[config.mk]
export PLATFORM = sky130hd
export DESIGN_NAME = arp_icmp_echo_responder_unit
export DESIGN_NICKNAME = d
export VERILOG_FILES = /design/src/hw/rtl/aier_pkg.sv /design/src/hw/rtl/aier_ram.sv /design/src/hw/rtl/aier_ctrl.sv /design/src/hw/rtl/aier_dp.sv /design/src/hw/rtl/arp_icmp_echo_responder_unit.sv
export SDC_FILE = /design/constraint.sdc
export NUM_CORES = 1
export LEC_CHECK = 0
export BUFFER_PORTS_ARGS = -buffer_cell sky130_fd_sc_hd__buf_2
export CELL_PAD_IN_SITES_DETAIL_PLACEMENT = 1
export CELL_PAD_IN_SITES_GLOBAL_PLACEMENT = 2
export CORE_UTILIZATION = 48
export CTS_CLUSTER_SIZE = 16
export DETAILED_ROUTE_END_ITERATION = 8
export GPL_TIMING_DRIVEN = 1
export HOLD_SLACK_MARGIN = 0.03
export PLACE_DENSITY_LB_ADDON = 0.25
export SLEW_MARGIN = 40
export SYNTH_ARGS = -nofsm -noshare
export SYNTH_HDL_FRONTEND = slang
export SYNTH_SLANG_ARGS = --single-unit
export TNS_END_PERCENT = 5
[constraint.sdc]
create_clock -name clk_i -period 13.8 [get_ports clk_i]
set_clock_uncertainty 0.15 [all_clocks]
set_input_delay 3.45 -clock clk_i [delete_from_list [all_inputs] [get_ports clk_i]]
set_output_delay 3.45 -clock clk_i [all_outputs]
set_load 0.05 [all_outputs]
[src/hw/rtl/aier_pkg.sv]
// ----------------------------------------------------------------------------
// aier_pkg
// Types and constants of the ARP and ICMP echo responder.
// ----------------------------------------------------------------------------
package aier_pkg;

  localparam int unsigned HdrLen   = 42;
  localparam int unsigned PosW     = $clog2(HdrLen);
  localparam int unsigned MacW     = 48;
  localparam int unsigned IpW      = 32;
  localparam int unsigned CfgIdxW  = 1;
  localparam int unsigned CfgDataW = MacW;
  localparam int unsigned SumW     = 20;

  typedef enum logic [CfgIdxW-1:0] {
    CfgOurMac = 1'b0,
    CfgOurIp  = 1'b1
  } cfg_idx_e;

  localparam logic [MacW-1:0] OurMacReset = '0;
  localparam logic [IpW-1:0]  OurIpReset  = 32'hc0a8_0266;

  localparam logic [15:0] EtherTypeArp  = 16'h0806;
  localparam logic [15:0] ArpOpRequest  = 16'h0001;
  localparam logic [15:0] ArpOpReply    = 16'h0002;
  localparam logic [7:0]  IpProtoIcmp   = 8'h01;
  localparam logic [7:0]  IcmpEchoReply = 8'h00;

  localparam logic [PosW-1:0] PosLast     = PosW'(HdrLen - 1);
  localparam logic [PosW-1:0] PosHdrEnd   = PosW'(HdrLen);
  localparam logic [PosW-1:0] PosEtype    = PosW'(12);
  localparam logic [PosW-1:0] PosArpOp    = PosW'(20);
  localparam logic [PosW-1:0] PosIpProto  = PosW'(23);
  localparam logic [PosW-1:0] PosIcmpType = PosW'(34);
  localparam logic [PosW-1:0] PosIcmpCk   = PosW'(36);
  localparam logic [PosW-1:0] PosArpTip   = PosW'(38);

  typedef struct packed {
    logic [7:0] frame_byte;
    logic       frame_end;
  } in_t;

  typedef struct packed {
    logic [7:0] reply_byte;
    logic       reply_end;
    logic       reply_kind;
  } out_t;

  typedef struct packed {
    logic capture;
    logic calc;
    logic issue;
    logic load_hdr;
    logic load_pass;
  } cmd_t;

  typedef struct packed {
    logic pos_last;
    logic end_hdr;
    logic is_arp;
    logic is_icmp;
    logic issue_done;
    logic pend;
    logic out_free;
  } sts_t;

endpackage

[src/hw/rtl/aier_ram.sv]
// ----------------------------------------------------------------------------
// aier_ram
// Generic single-write, single-read RAM with registered read data.
// ----------------------------------------------------------------------------
module aier_ram #(
  parameter int unsigned Width = 8,
  parameter int unsigned Depth = 42
) (
  input  logic                     clk_i,
  input  logic                     we_i,
  input  logic [$clog2(Depth)-1:0] waddr_i,
  input  logic [Width-1:0]         wdata_i,
  input  logic                     re_i,
  input  logic [$clog2(Depth)-1:0] raddr_i,
  output logic [Width-1:0]         rdata_o
);

  logic [Width-1:0] mem_q [Depth];
  logic [Width-1:0] rdata_q;

  always_ff @(posedge clk_i) begin
    if (we_i) begin
      mem_q[waddr_i] <= wdata_i;
    end
    if (re_i) begin
      rdata_q <= mem_q[raddr_i];
    end
  end

  assign rdata_o = rdata_q;

endmodule

[src/hw/rtl/aier_ctrl.sv]
// ----------------------------------------------------------------------------
// aier_ctrl
// Frame sequencer: header collection, rewrite, header release and payload pass or discard.
// ----------------------------------------------------------------------------
module aier_ctrl (
  input  logic          clk_i,
  input  logic          rst_ni,
  input  logic          in_valid_i,
  input  logic          in_end_i,
  output logic          in_ready_o,
  input  aier_pkg::sts_t sts_i,
  output aier_pkg::cmd_t cmd_o
);
  import aier_pkg::*;

  typedef enum logic [2:0] {
    StCollect,
    StCalc,
    StRelease,
    StPass,
    StDiscard
  } state_e;

  state_e state_q, state_d;
  logic   acc;

  always_comb begin
    case (state_q)
      StCollect: in_ready_o = 1'b1;
      StPass:    in_ready_o = sts_i.out_free;
      StDiscard: in_ready_o = 1'b1;
      default:   in_ready_o = 1'b0;
    endcase
  end

  assign acc = in_valid_i && in_ready_o;

  always_comb begin
    cmd_o.capture   = acc && (state_q == StCollect);
    cmd_o.calc      = (state_q == StCalc);
    cmd_o.issue     = (state_q == StRelease) && !sts_i.issue_done &&
                      (!sts_i.pend || sts_i.out_free);
    cmd_o.load_hdr  = (state_q == StRelease) && sts_i.pend && sts_i.out_free;
    cmd_o.load_pass = acc && (state_q == StPass);
  end

  always_comb begin
    state_d = state_q;
    case (state_q)
      StCollect: begin
        if (acc && sts_i.pos_last) begin
          state_d = StCalc;
        end
      end
      StCalc: begin
        if (sts_i.is_arp || sts_i.is_icmp) begin
          state_d = StRelease;
        end else if (sts_i.end_hdr) begin
          state_d = StCollect;
        end else begin
          state_d = StDiscard;
        end
      end
      StRelease: begin
        if (sts_i.issue_done && !sts_i.pend) begin
          state_d = sts_i.end_hdr ? StCollect : StPass;
        end
      end
      StPass, StDiscard: begin
        if (acc && in_end_i) begin
          state_d = StCollect;
        end
      end
      default: state_d = StCollect;
    endcase
  end

  always_ff @(posedge clk_i or negedge rst_ni) begin
    if (!rst_ni) begin
      state_q <= StCollect;
    end else begin
      state_q <= state_d;
    end
  end

endmodule

[src/hw/rtl/aier_dp.sv]
// ----------------------------------------------------------------------------
// aier_dp
// Datapath: header store, field capture, checksums, byte rewrite and output.
// ----------------------------------------------------------------------------
module aier_dp (
  input  logic                           clk_i,
  input  logic                           rst_ni,
  input  aier_pkg::cmd_t                 cmd_i,
  output aier_pkg::sts_t                 sts_o,
  input  aier_pkg::in_t                  in_data_i,
  input  logic                           out_ready_i,
  output logic                           out_valid_o,
  output aier_pkg::out_t                 out_data_o,
  input  logic                           cfg_we_i,
  input  logic [aier_pkg::CfgIdxW-1:0]   cfg_idx_i,
  input  logic [aier_pkg::CfgDataW-1:0]  cfg_data_i
);
  import aier_pkg::*;

  logic [MacW-1:0] mac_q;
  logic [IpW-1:0]  ip_q;
  logic [PosW-1:0] pos_q, pos_d;
  logic [PosW-1:0] iss_q, iss_d;
  logic [PosW-1:0] pidx_q;
  logic            pend_q, pend_d;
  logic            out_valid_q, out_valid_d;
  out_t            out_q;

  logic [15:0]     etype_q, op_q, ick_q, ipck_q, icmpck_q;
  logic [7:0]      proto_q, ity_q;
  logic [IpW-1:0]  tip_q;
  logic [SumW-1:0] sum_q, sum_d;
  logic            end_q, arp_rep_q, icmp_q;

  logic [7:0]      b;
  logic            pos_last, out_free, is_arp, is_icmp;
  logic [16:0]     icmp_sum;
  logic [PosW-1:0] raddr, moff, ioff;
  logic [7:0]      ram_rdata, hdr_byte;

  function automatic logic [15:0] fold16(input logic [SumW-1:0] s);
    logic [16:0] t;
    t = 17'(s[15:0]) + 17'(s[SumW-1:16]);
    return t[15:0] + 16'(t[16]);
  endfunction

  function automatic logic [7:0] mac_byte(input logic [MacW-1:0] m, input logic [2:0] sel);
    logic [7:0] r;
    case (sel)
      3'd0:    r = m[47:40];
      3'd1:    r = m[39:32];
      3'd2:    r = m[31:24];
      3'd3:    r = m[23:16];
      3'd4:    r = m[15:8];
      default: r = m[7:0];
    endcase
    return r;
  endfunction

  function automatic logic [7:0] ip_byte(input logic [IpW-1:0] a, input logic [1:0] sel);
    logic [7:0] r;
    case (sel)
      2'd0:    r = a[31:24];
      2'd1:    r = a[23:16];
      2'd2:    r = a[15:8];
      default: r = a[7:0];
    endcase
    return r;
  endfunction

  assign b        = in_data_i.frame_byte;
  assign pos_last = (pos_q == PosLast);
  assign out_free = !out_valid_q || out_ready_i;
  assign is_arp   = (etype_q == EtherTypeArp);
  assign is_icmp  = !is_arp && (proto_q == IpProtoIcmp);
  assign icmp_sum = {1'b0, ~ick_q} + {1'b0, ~{ity_q, 8'h00}};

  always_comb begin
    sts_o.pos_last   = pos_last;
    sts_o.end_hdr    = end_q;
    sts_o.is_arp     = is_arp;
    sts_o.is_icmp    = is_icmp;
    sts_o.issue_done = (iss_q == PosHdrEnd);
    sts_o.pend       = pend_q;
    sts_o.out_free   = out_free;
  end

  always_comb begin
    sum_d = sum_q;
    if (pos_q == '0) begin
      sum_d = SumW'(ip_q[31:16]) + SumW'(ip_q[15:0]);
    end else if (pos_q inside {[14:23], [26:29]}) begin
      sum_d = sum_q + (pos_q[0] ? SumW'(b) : SumW'({b, 8'h00}));
    end
  end

  always_comb begin
    pos_d = pos_q;
    if (cmd_i.capture) begin
      pos_d = (in_data_i.frame_end || pos_last) ? '0 : pos_q + PosW'(1);
    end
  end

  always_comb begin
    raddr = iss_q;
    if (iss_q < PosW'(6)) begin
      raddr = iss_q + PosW'(6);
    end else if (arp_rep_q && (iss_q >= PosW'(32))) begin
      raddr = iss_q - PosW'(10);
    end else if (icmp_q && (iss_q inside {[30:33]})) begin
      raddr = iss_q - PosW'(4);
    end
  end

  aier_ram #(
    .Width(8),
    .Depth(HdrLen)
  ) u_hdr_ram (
    .clk_i  (clk_i),
    .we_i   (cmd_i.capture),
    .waddr_i(pos_q),
    .wdata_i(b),
    .re_i   (cmd_i.issue),
    .raddr_i(raddr),
    .rdata_o(ram_rdata)
  );

  assign moff = pidx_q - PosW'(arp_rep_q && (pidx_q >= PosW'(22)) ? 22 : 6);
  assign ioff = pidx_q - PosW'(arp_rep_q ? 28 : 26);

  always_comb begin
    hdr_byte = ram_rdata;
    if (pidx_q inside {[6:11]}) begin
      hdr_byte = mac_byte(mac_q, moff[2:0]);
    end else if (arp_rep_q) begin
      if (pidx_q == PosArpOp) begin
        hdr_byte = ArpOpReply[15:8];
      end else if (pidx_q == PosArpOp + PosW'(1)) begin
        hdr_byte = ArpOpReply[7:0];
      end else if (pidx_q inside {[22:27]}) begin
        hdr_byte = mac_byte(mac_q, moff[2:0]);
      end else if (pidx_q inside {[28:31]}) begin
        hdr_byte = ip_byte(ip_q, ioff[1:0]);
      end
    end else if (icmp_q) begin
      if (pidx_q == PosW'(24)) begin
        hdr_byte = ipck_q[15:8];
      end else if (pidx_q == PosW'(25)) begin
        hdr_byte = ipck_q[7:0];
      end else if (pidx_q inside {[26:29]}) begin
        hdr_byte = ip_byte(ip_q, ioff[1:0]);
      end else if (pidx_q == PosIcmpType) begin
        hdr_byte = IcmpEchoReply;
      end else if (pidx_q == PosIcmpCk) begin
        hdr_byte = icmpck_q[15:8];
      end else if (pidx_q == PosIcmpCk + PosW'(1)) begin
        hdr_byte = icmpck_q[7:0];
      end
    end
  end

  always_comb begin
    iss_d = iss_q;
    if (cmd_i.calc) begin
      iss_d = '0;
    end else if (cmd_i.issue) begin
      iss_d = iss_q + PosW'(1);
    end
    pend_d = pend_q;
    if (cmd_i.issue) begin
      pend_d = 1'b1;
    end else if (cmd_i.load_hdr) begin
      pend_d = 1'b0;
    end
    out_valid_d = out_valid_q;
    if (cmd_i.load_hdr || cmd_i.load_pass) begin
      out_valid_d = 1'b1;
    end else if (out_ready_i) begin
      out_valid_d = 1'b0;
    end
  end

  always_ff @(posedge clk_i or negedge rst_ni) begin
    if (!rst_ni) begin
      mac_q       <= OurMacReset;
      ip_q        <= OurIpReset;
      pos_q       <= '0;
      iss_q       <= PosHdrEnd;
      pend_q      <= 1'b0;
      out_valid_q <= 1'b0;
    end else begin
      if (cfg_we_i) begin
        case (cfg_idx_i)
          CfgOurMac: mac_q <= cfg_data_i;
          CfgOurIp:  ip_q  <= cfg_data_i[IpW-1:0];
          default:   mac_q <= mac_q;
        endcase
      end
      pos_q       <= pos_d;
      iss_q       <= iss_d;
      pend_q      <= pend_d;
      out_valid_q <= out_valid_d;
    end
  end

  always_ff @(posedge clk_i) begin
    if (cmd_i.capture) begin
      if (pos_q == PosEtype) etype_q[15:8] <= b;
      if (pos_q == PosEtype + PosW'(1)) etype_q[7:0] <= b;
      if (pos_q == PosArpOp) op_q[15:8] <= b;
      if (pos_q == PosArpOp + PosW'(1)) op_q[7:0] <= b;
      if (pos_q == PosIpProto) proto_q <= b;
      if (pos_q == PosIcmpType) ity_q <= b;
      if (pos_q == PosIcmpCk) ick_q[15:8] <= b;
      if (pos_q == PosIcmpCk + PosW'(1)) ick_q[7:0] <= b;
      if (pos_q >= PosArpTip) tip_q <= {tip_q[IpW-9:0], b};
      if (pos_last) end_q <= in_data_i.frame_end;
      sum_q <= sum_d;
    end
    if (cmd_i.calc) begin
      arp_rep_q <= is_arp && (op_q == ArpOpRequest) && (tip_q == ip_q);
      icmp_q    <= is_icmp;
      ipck_q    <= ~fold16(sum_q);
      icmpck_q  <= ~fold16(SumW'(icmp_sum));
    end
    if (cmd_i.issue) begin
      pidx_q <= iss_q;
    end
    if (cmd_i.load_hdr) begin
      out_q.reply_byte <= hdr_byte;
      out_q.reply_end  <= end_q && (pidx_q == PosLast);
      out_q.reply_kind <= icmp_q;
    end else if (cmd_i.load_pass) begin
      out_q.reply_byte <= b;
      out_q.reply_end  <= in_data_i.frame_end;
      out_q.reply_kind <= icmp_q;
    end
  end

  assign out_valid_o = out_valid_q;
  assign out_data_o  = out_q;

endmodule

[src/hw/rtl/arp_icmp_echo_responder_unit.sv]
// ----------------------------------------------------------------------------
// arp_icmp_echo_responder_unit
// Rewrites received ARP requests and ICMP frames into replies; the ICMP type is not checked.
// ----------------------------------------------------------------------------
//   Port group   Direction  Handshake               Contents
//   in_*         input      in_valid_i/in_ready_o   frame_byte, frame_end
//   out_*        output     out_valid_o/out_ready_i reply_byte, reply_end, reply_kind
//   cfg_*        input      cfg_we_i                our_mac (index 0), our_ip (index 1)
//
// Header bytes enter a 42-entry RAM at one per cycle; the input is then held in
// the checksum state for any header, and for a reply also while the header is released.
// Payload bytes pass at one per cycle while the output is not stalled.
// Reset is asynchronous and clears control, counters, station registers and
// the output valid; the RAM needs no clearing pass.
// An output stall holds the output and, in the release and payload, the input.
// ----------------------------------------------------------------------------
module arp_icmp_echo_responder_unit (
  input  logic                          clk_i,
  input  logic                          rst_ni,
  input  logic                          in_valid_i,
  output logic                          in_ready_o,
  input  aier_pkg::in_t                 in_data_i,
  output logic                          out_valid_o,
  input  logic                          out_ready_i,
  output aier_pkg::out_t                out_data_o,
  input  logic                          cfg_we_i,
  input  logic [aier_pkg::CfgIdxW-1:0]  cfg_idx_i,
  input  logic [aier_pkg::CfgDataW-1:0] cfg_data_i
);
  import aier_pkg::*;

  cmd_t cmd;
  sts_t sts;

  aier_ctrl u_ctrl (
    .clk_i     (clk_i),
    .rst_ni    (rst_ni),
    .in_valid_i(in_valid_i),
    .in_end_i  (in_data_i.frame_end),
    .in_ready_o(in_ready_o),
    .sts_i     (sts),
    .cmd_o     (cmd)
  );

  aier_dp u_dp (
    .clk_i      (clk_i),
    .rst_ni     (rst_ni),
    .cmd_i      (cmd),
    .sts_o      (sts),
    .in_data_i  (in_data_i),
    .out_ready_i(out_ready_i),
    .out_valid_o(out_valid_o),
    .out_data_o (out_data_o),
    .cfg_we_i   (cfg_we_i),
    .cfg_idx_i  (cfg_idx_i),
    .cfg_data_i (cfg_data_i)
  );

endmodule

== Yosys cells after proc, flatten, opt, wreduce, memory -nomap -nowiden ==
Memory sizes are Yosys's and may differ from the RTL's. A register that Yosys moved wholly into a read port is not among the register bits.
Cells that the tools add are included.
Storage, ports and cells
  register bits: 264
  memories: 1
  memory bits (writable): 336
  logic and storage cells: 197
  output and inout bits: 12
Memories
  u_dp.u_hdr_ram.mem_q: depth 42, width 8, rd ports 1, clocked after Yosys merged registers in 1, write ports 1, line aier_ram.sv:18  | logic [Width-1:0] mem_q [Depth];
Operators by class
  bitwise operators: 5
  add/subtract/negate cells: 14
  equal/unequal tests: 35
  reductions and logical operators: 58
  mux-type cells: 41
  magnitude comparators: 17
Operators by type and width (number)
  $mux 8: 13
  $not 16->16: 4
  $eq 6x6->1 const B: 9
  $eq 6x5->1 const B: 7
  $mux 20: 2
  $pmux 8 s5: 1
  $mux 6: 6
  $add 16x16->17: 2
  $add 16x1->16: 2
  $eq 32x32->1: 1
  $ge 6x5->1 const B: 5
  $le 6x5->1 const B: 5
  $reduce_and 2->1: 13
  $pmux 8 s3: 1
  $logic_and 1x1->1: 23
  $add 20x20->20: 1
  $mux 10: 2
  $add 16x1->17: 1
  $add 16x4->17: 1
  $eq 16x1->1 const B: 1
  $eq 16x12->1 const B: 1
  $mux 16: 1
  $mux 3: 5
  $add 6x1->6 const B: 2
  33 further kinds: 61

== Logic depth before layout (Yosys ltp) ==
Gate-level depths: netlist of the first run.
  depth after elaboration: 11
  mapped depth: 23
  gate-level depth less buffers: 22

== Cells and area by module ==
From an unflattened synthesis of the first run, not the netlist that was laid out.
Unflattened totals
  cell total of the unflattened synthesis: 2105
  area total of the unflattened synthesis: 29216.8 um^2
By module, submodules not included
  aier_dp: cells an instance 1334, seq. area each 7383.3 um^2, area each 15103.2 um^2, times used 1
  aier_ram: cells an instance 739, seq. area each 10329.9 um^2, area each 13839.5 um^2, times used 1
  aier_ctrl: cells an instance 32, seq. area each 75.1 um^2, area each 274.0 um^2, times used 1

== Least setup slack after synthesis of the first run ==
OpenSTA, ideal clock, no wires.
  path type: in2out
  start: in out_ready_i
  end: out in_ready_o
  arrival: 4.349 ns
  data required time: 10.200 ns
  path slack: 5.851 ns
  cell stages on the path: 4
  cell sequence: nor2b_1 > nor2_1 > nand2_1 > o21ai_0
On the way
  word-level cells in the longest chain between the ends: 2
RTL lines
  from (decl): line arp_icmp_echo_responder_unit.sv:24  | input logic out_ready_i,
  $logic_or 1x1->1: line aier_dp.sv:73  | assign out_free = !out_valid_q || out_ready_i;
  $pmux 1 s2: line aier_ctrl.sv:28  | case (state_q)
  to (decl): line arp_icmp_echo_responder_unit.sv:21  | output logic in_ready_o,
No other way between the ends.

== Final worst setup path of the first run ==
Ends and elaborated chain as after synthesis.

==> flow_summary.rst, run 1 <==
.. list-table::
   :header-rows: 1

   * - Metric
     - Value
   * - Number of cells after detailed placement
     - ~3,200
   * - Required time worst endpoint
     - 10.20 ns
   * - RSZ-0062 raised after global routing
     - false
   * - Number of hold buffers added after CTS
     - 0
   * - Setup violations, final
     - 0
   * - Register area share after synthesis
     - 0.587
   * - Drt first pass iters
     - 5
   * - Detailed-route wire length
     - 88,800 µm
   * - Clock Latency Late Sink
     - around 0.61 ns
   * - Total Negative Setup Slacks
     - 0 ns
   * - Slew at the pin closest to its max-slew limit
     - 0.867 ns
   * - Fraction of layout instances using a drive strength above 1
     - 0.171
   * - RR Startpoint
     - u_dp.ick_q[1]$_DFFE_PP_
   * - Net Count, Synth
     - 2,508
   * - Number of levels the H-tree was split into
     - 3
   * - Initial cell density of the core
     - 0.488
   * - Critical path depth
     - 6
   * - Number of instances on the worst hold path
     - 0
   * - Kind of end point of the critical path
     - primary output
   * - Maximum fanout along the worst path
     - 5
   * - Most common library cell in the layout ignoring fill and taps
     - sky130_fd_sc_hd__edfxtp_1
   * - Worst max-slew margin expressed relative to the limit
     - 0.420
   * - Post-route DRC
     - 0
   * - Count of non-filler cells in the finished layout
     - 3,333
   * - Cell variety after synth
     - 90
   * - Crit start category
     - input port
   * - Per-cell via count in the routed design
     - just over 6
   * - Remaining global-route overflow
     - 0
   * - Number of vias in the routed layout
     - 20,400
   * - Data arrival time at the worst-slack endpoint
     - around 5 ns
   * - Worst Min Path Start
     - u_dp.tip_q[16]$_DFFE_PP_
   * - Final-stage net count
     - 2,576
   * - Final Max Tran Viols
     - 0
   * - Synthesized cell area
     - approximately 30,000 µm²
   * - Clock tree root driver cell
     - sky130_fd_sc_hd__clkbuf_16
   * - Minimum clock period
     - between 8 and 9 ns
   * - Most frequent cell on the critical path
     - sky130_fd_sc_hd__buf_2
   * - Worst-case setup margin in the final layout
     - approximately 5.3 ns
   * - Cell class contributing the biggest share of worst-path delay
     - simple AND/OR/NAND/NOR gates
   * - Number of buffers inserted by post-CTS setup repair
     - 0
   * - Die area
     - 64,200 µm²
   * - Layout overhead on the synthesized area
     - 11.4%
   * - I/O Pins
     - 75
   * - CTS tree
     - done
   * - Worst Hold End
     - u_dp.tip_q[24]$_DFFE_PP_
   * - Post-cts resize count
     - 0
   * - Critical path type
     - in -> out
   * - Number of antenna violations at the first check in global routing
     - 4
   * - Clk pin slew, worst setup/hold paths
     - around 0.060 ns
   * - Max-cap violations
     - 0
   * - Post-placement setup slack
     - approximately 5.3 ns
   * - Async SR Flop Fraction
     - 0.160
   * - R2R cell count
     - 21
   * - Average cell area after synthesis
     - 12.8 µm²
   * - GR Util All Layers
     - 0.280
   * - Worst hold margin
     - 0.317 ns
   * - Global-route wire length before repair
     - ~130,000 µm
   * - Final weighted congestion in routability-driven placement
     - between 0.8 and 0.9
   * - Standard-cell rows
     - between 90 and 100
   * - Static leakage
     - 12.0 nW
   * - Run status
     - complete, no violations
   * - Via count of the first global-routing pass
     - between 20,000 and 25,000
   * - Pwr dens
     - roughly 180 nW/µm²
   * - Initial drt markers
     - approximately 1,600
   * - Number of endpoints with negative hold slack in the final report
     - 0
   * - Number of clock buffers inserted by TritonCTS
     - 67
   * - Die Y
     - about 250 µm
   * - CTS sink count
     - 608
   * - Cell with the biggest individual delay on the critical path
     - sky130_fd_sc_hd__nor2b_1
   * - Most instantiated flip-flop cell in the synthesis netlist
     - sky130_fd_sc_hd__edfxtp_1
   * - Period utilization
     - 0.616
   * - Cells traversed along the worst timing path
     - buf_2, nor2b_1, nor2_1, nand2_1, o21ai_0, buf_2
   * - Buffers on Ports
     - 74
   * - Bufs and invs on worst path
     - 2
   * - Detail-routed net length per standard cell
     - ~27 µm
   * - HP Class
     - reg -> reg
   * - Antenna-violating nets left
     - 0
   * - Pin count of the biggest net entering global routing
     - 60
   * - EDFF count, synth
     - slightly above 500
   * - Post-synthesis instance total
     - between 2,000 and 2,500
   * - Worst flop-to-flop path endpoint
     - u_dp.icmpck_q[12]$_DFFE_PN_
   * - CP max stage delay
     - ~0.54 ns
   * - Number of warnings reported in the yosys synthesis log
     - 0
   * - Core area
     - slightly above 60,000 µm²
   * - Worst R2R Setup Slack
     - around 7.6 ns
   * - Fmax
     - 0.118 GHz
   * - Max Buffers Root-to-Sink
     - 3
   * - Commonest non-fill, non-tap cells in the layout
     - sky130_fd_sc_hd__edfxtp_1, sky130_fd_sc_hd__nand2_1, sky130_fd_sc_hd__nor2_1
   * - HPWL after detailed placement
     - 61,100 µm
   * - Die width
     - 253 µm
   * - Flops & latches, synth
     - 608
   * - Peak ir drop on the vdd network
     - roughly 0.00013 V
   * - Overall power consumption
     - roughly 6 mW
-- synth_stat cells (all sizes together) (50+ instances only) --
master  count  area share
a21oi      62       0.010
buf        60       0.012
dfrtp      84       0.069
edfxtp    511        0.51
ha         69       0.028
inv        53      0.0066
mux2       92       0.034
mux2i     125       0.041
mux4       50       0.037
nand2     246       0.030
nand3      95       0.016
nor2      152       0.019
nor3       52      0.0088
o21ai      63       0.010
xnor2      66       0.019
-- worst max-delay path by stage --
| stage | from | end |
|---|---|---|
| floorplan | out_ready_i | in_ready_o |
| global placement | out_ready_i | in_ready_o |
| detailed placement | out_ready_i | in_ready_o |
| CTS | out_ready_i | in_ready_o |
| global route | out_ready_i | in_ready_o |
| finish | out_ready_i | in_ready_o |
-- layer usage --
| layer | GRT usage | up-vias | part of all wire |
|---|---|---|---|
| li1 | - | 9177 | - |
| met1 | 0.366 | 10500 | 0.43 |
| met2 | 0.476 | 609 | 0.49 |
| met3 | 0.0360 | 174 | 0.047 |
| met4 | 0.109 | 2 | 0.039 |
| met5 | 0 | - | 0.00015 |
-- logic make-up after synthesis --
group	after synthesis	share of synthesized area
DFF	608	0.587
and+or+nand+nor	794	0.131
adders and majority gates	72	0.0305
buffers and inverters	164	0.0244
AOI/OAI and AO/OA	354	0.0812
muxes	267	0.113
xor gates and xnor gates	114	0.0334
-- area by class of cell --
class	count	area [µm²]
diodes	1	2.50
clock buffers	82	1780
clock inverters	41	375
fillers	6165	28300
inverters	55	206
multi-input cells	1601	11900
flip-flops and latches	608	17800
well taps	837	1050
repair buffers	108	636
-- stage by stage --
step / area, µm² / util
finish: 33800 / 0.544
global route: 33800 / 0.544
CTS: 33700 / 0.544
detailed placement: 31600 / 0.509
global placement: 31500 / 0.508
floorplan: 30300 / -
-- power by group --
part / switching (mW) / total (mW) / internal (mW)
Clock: 0.762 / 1.79 / 1.02
Sequential: 0.153 / 2.32 / 2.17
Combinational: 1.17 / 1.83 / 0.661
-- state kept, by name (all words and copies together) (netlist names), 3 cells and up --
signal / cells
u_dp.pos_q: 6
u_dp.sum_q: 20
u_dp.etype_q: 16
u_dp.pidx_q: 6
u_dp.ipck_q: 16
u_dp.icmpck_q: 16
u_ctrl.state_q: 3
u_dp.proto_q: 8
u_dp.mac_q: 48
u_dp.ity_q: 8
u_dp.out_data_o: 10
u_dp.u_hdr_ram.rdata_o: 8
u_dp.iss_q: 6
u_dp.ick_q: 16
u_dp.ip_q: 32
u_dp.op_q: 16
u_dp.u_hdr_ram.mem_q: 336
u_dp.tip_q: 32
Note: power is estimated with default switching activity, not from simulation.
==> inputs of run 2 (changes only) <==
CORE_UTILIZATION = 45   (was 48)
clock period = 8.7 ns   (was 13.8 ns; I/O delays follow)
==> flow_summary.rst, run 2 (synthesis results as in run 1) <==
.. list-table::
   :header-rows: 1

   * - Metric
     - Value
   * - Drt first pass iters
     - 5
   * - Die Y
     - around 260 µm
   * - Met2 routed wirelength
     - 44,000 µm
   * - Total Negative Setup Slacks
     - 0 ns
   * - Worst Min Path Start
     - u_dp.tip_q[14]$_DFFE_PP_
   * - Post-route DRC
     - 0
   * - HP Class
     - reg -> reg
   * - Number of antenna violations at the first check in global routing
     - 10
   * - RR Startpoint
     - u_dp.ick_q[0]$_DFFE_PP_
   * - Number of endpoints with negative hold slack in the final report
     - 0
   * - Detailed-routed wire length on met3
     - roughly 4900 µm
   * - R2R cell count
     - 21
   * - Via count of the first global-routing pass
     - 21,300
   * - Period utilization
     - 0.682
   * - Number of instances on the worst hold path
     - 0
   * - Flip-flop count of the largest register after layout
     - between 300 and 400
   * - Fraction of layout instances using a drive strength above 1
     - 0.179
   * - Most frequent cell on the critical path
     - sky130_fd_sc_hd__ha_1
   * - Initial drt markers
     - about 1,900
   * - CTS sink count
     - roughly 610
   * - Required time worst endpoint
     - 8.90 ns
   * - Pin count of the biggest net entering global routing
     - 59
   * - Peak ir drop on the vdd network
     - roughly 0.00018 V
   * - Number of hold buffers added after CTS
     - 0
   * - Slew at the pin closest to its max-slew limit
     - between 0.8 and 0.9 ns
   * - Core area
     - between 60,000 and 70,000 µm²
   * - Post-cts resize count
     - 0
   * - Detail-routed net length per standard cell
     - between 20 and 30 µm
   * - Buffers on Ports
     - 74
   * - Bufs and invs on worst path
     - 0
   * - Data arrival time at the worst-slack endpoint
     - a little over 6 ns
   * - Crit start category
     - flip-flop
   * - Overall power consumption
     - 9.56 mW
   * - Max-cap violations
     - 0
   * - Setup violations, final
     - 0
   * - Antenna-violating nets left
     - 0
   * - Routed met1 length
     - about 37,000 µm
   * - Die area
     - roughly 68,000 µm²
   * - Largest registers
     - u_dp.u_hdr_ram.mem_q x336, u_dp.mac_q x48
   * - Number of clock buffers inserted by TritonCTS
     - 70
   * - CTS tree
     - done
   * - Final Max Tran Viols
     - 0
   * - Number of levels the H-tree was split into
     - 3
   * - Critical path depth
     - 21
   * - Number of vias in the routed layout
     - 20,200
   * - Number of antenna repair diodes
     - 0
   * - CP max stage delay
     - about 0.53 ns
   * - Per-cell via count in the routed design
     - between 6 and 7
   * - Run status
     - complete, no violations
   * - Clk pin slew, worst setup/hold paths
     - 0.06 ns
   * - Top register by number of flip-flops
     - u_dp.u_hdr_ram.mem_q
   * - Pwr dens
     - about 280 nW/µm²
   * - Max Buffers Root-to-Sink
     - 3
   * - Die width
     - about 260 µm
   * - Most common library cell in the layout ignoring fill and taps
     - sky130_fd_sc_hd__edfxtp_1
   * - Clock tree root driver cell
     - sky130_fd_sc_hd__clkbuf_16
   * - Global-route wire length before repair
     - 133,000 µm
   * - Clock Latency Late Sink
     - between 0.6 and 0.7 ns
   * - Top routing layer in use
     - met5
   * - Worst flop-to-flop path endpoint
     - u_dp.icmpck_q[12]$_DFFE_PN_
   * - Detailed-route wire length
     - slightly below 90,000 µm
   * - Initial cell density of the core
     - 0.458
   * - GR Util All Layers
     - 0.264
   * - Fmax
     - between 0.15 and 0.2 GHz
   * - Final weighted congestion in routability-driven placement
     - around 0.85
   * - Critical path type
     - reg -> reg
   * - Final-stage net count
     - approximately 2,600
   * - Layout overhead on the synthesized area
     - 12.6%
   * - Cell class contributing the biggest share of worst-path delay
     - simple AND/OR/NAND/NOR gates
   * - Standard-cell rows
     - 94
   * - HPWL after detailed placement
     - a little over 60,000 µm
   * - RSZ-0062 raised after global routing
     - false
   * - Worst Hold End
     - u_dp.tip_q[22]$_DFFE_PP_
   * - Maximum fanout along the worst path
     - 10
   * - Minimum clock period
     - 5.93 ns
   * - Worst R2R Setup Slack
     - approximately 2.8 ns
   * - Remaining global-route overflow
     - 0
   * - Worst max-slew margin expressed relative to the limit
     - 0.407
   * - Static leakage
     - 12.2 nW
   * - Kind of end point of the critical path
     - flip-flop
   * - Cell with the biggest individual delay on the critical path
     - sky130_fd_sc_hd__edfxtp_1
   * - Number of buffers inserted by post-CTS setup repair
     - 0
   * - I/O Pins
     - 75
   * - Commonest non-fill, non-tap cells in the layout
     - sky130_fd_sc_hd__edfxtp_1, sky130_fd_sc_hd__nand2_1, sky130_fd_sc_hd__nor2_1
   * - Cells traversed along the worst timing path
     - ha_1, and4_1, a21oi_2, o41ai_2, o21ai_0, a21oi_1, o21bai_1, ha_1, ha_1, o21a_1, o21ai_0, nand2b_1, nor3_1, nand2_1, nor2_1, ha_1, nand3_1, nor4_2, nand4b_1, a211oi_2, xnor2_1
## run 2: routing by layer
metal  up-vias  global-route usage
met5         -                   0
met4         8              0.0967
met3       165              0.0438
met2       582               0.451
met1     10300               0.337
li1       9176                   -
## run 2: worst max-delay path by stage
stage / start / endpoint / slack, ns
4_1_cts: u_dp.ick_q[0]$_DFFE_PP_ / u_dp.icmpck_q[12]$_DFFE_PN_ / 2.77
6_report: u_dp.ick_q[0]$_DFFE_PP_ / u_dp.icmpck_q[12]$_DFFE_PN_ / 2.77
3_5_place_dp: u_dp.ick_q[0]$_DFFE_PP_ / u_dp.icmpck_q[12]$_DFFE_PN_ / 2.79
3_3_place_gp: u_dp.ick_q[0]$_DFFE_PP_ / u_dp.icmpck_q[12]$_DFFE_PN_ / 3.01
5_1_grt: u_dp.ick_q[0]$_DFFE_PP_ / u_dp.icmpck_q[12]$_DFFE_PN_ / 2.16
2_1_floorplan: in_valid_i / u_dp.tip_q[0]$_DFFE_PP_ / 2.69
## run 2: final cells by class
type | count | area, µm²
flip-flops and latches | 608 | 17800
repair buffers | 112 | 666
clock buffers | 98 | 2000
well taps | 864 | 1080
inverters | 55 | 206
fillers | 6652 | 32100
clock inverters | 30 | 415
multi-input cells | 1601 | 12000
## run 2: where the power goes
group	switching, mW	total (mW)	leakage (nW)	internal, mW
clock	1.23	3.09	1.18	1.86
combinational	1.74	2.79	5.23	1.05
sequential	0.237	3.68	5.76	3.44
total	3.20	9.56	12.2	6.35
## run 2: stage by stage
step                utilization  cells  worst slack, ns  area [µm²]  hold slack (ns)
floorplan                     -   2373             2.69       30300            0.271
finish                    0.515   3368             2.77       34100            0.316
detailed placement        0.478   3240             2.79       31600            0.310
global placement          0.477   3240             3.01       31600            0.300
CTS                       0.514   3368             2.77       34100            0.316
global route              0.515   3368             2.16       34100            0.325
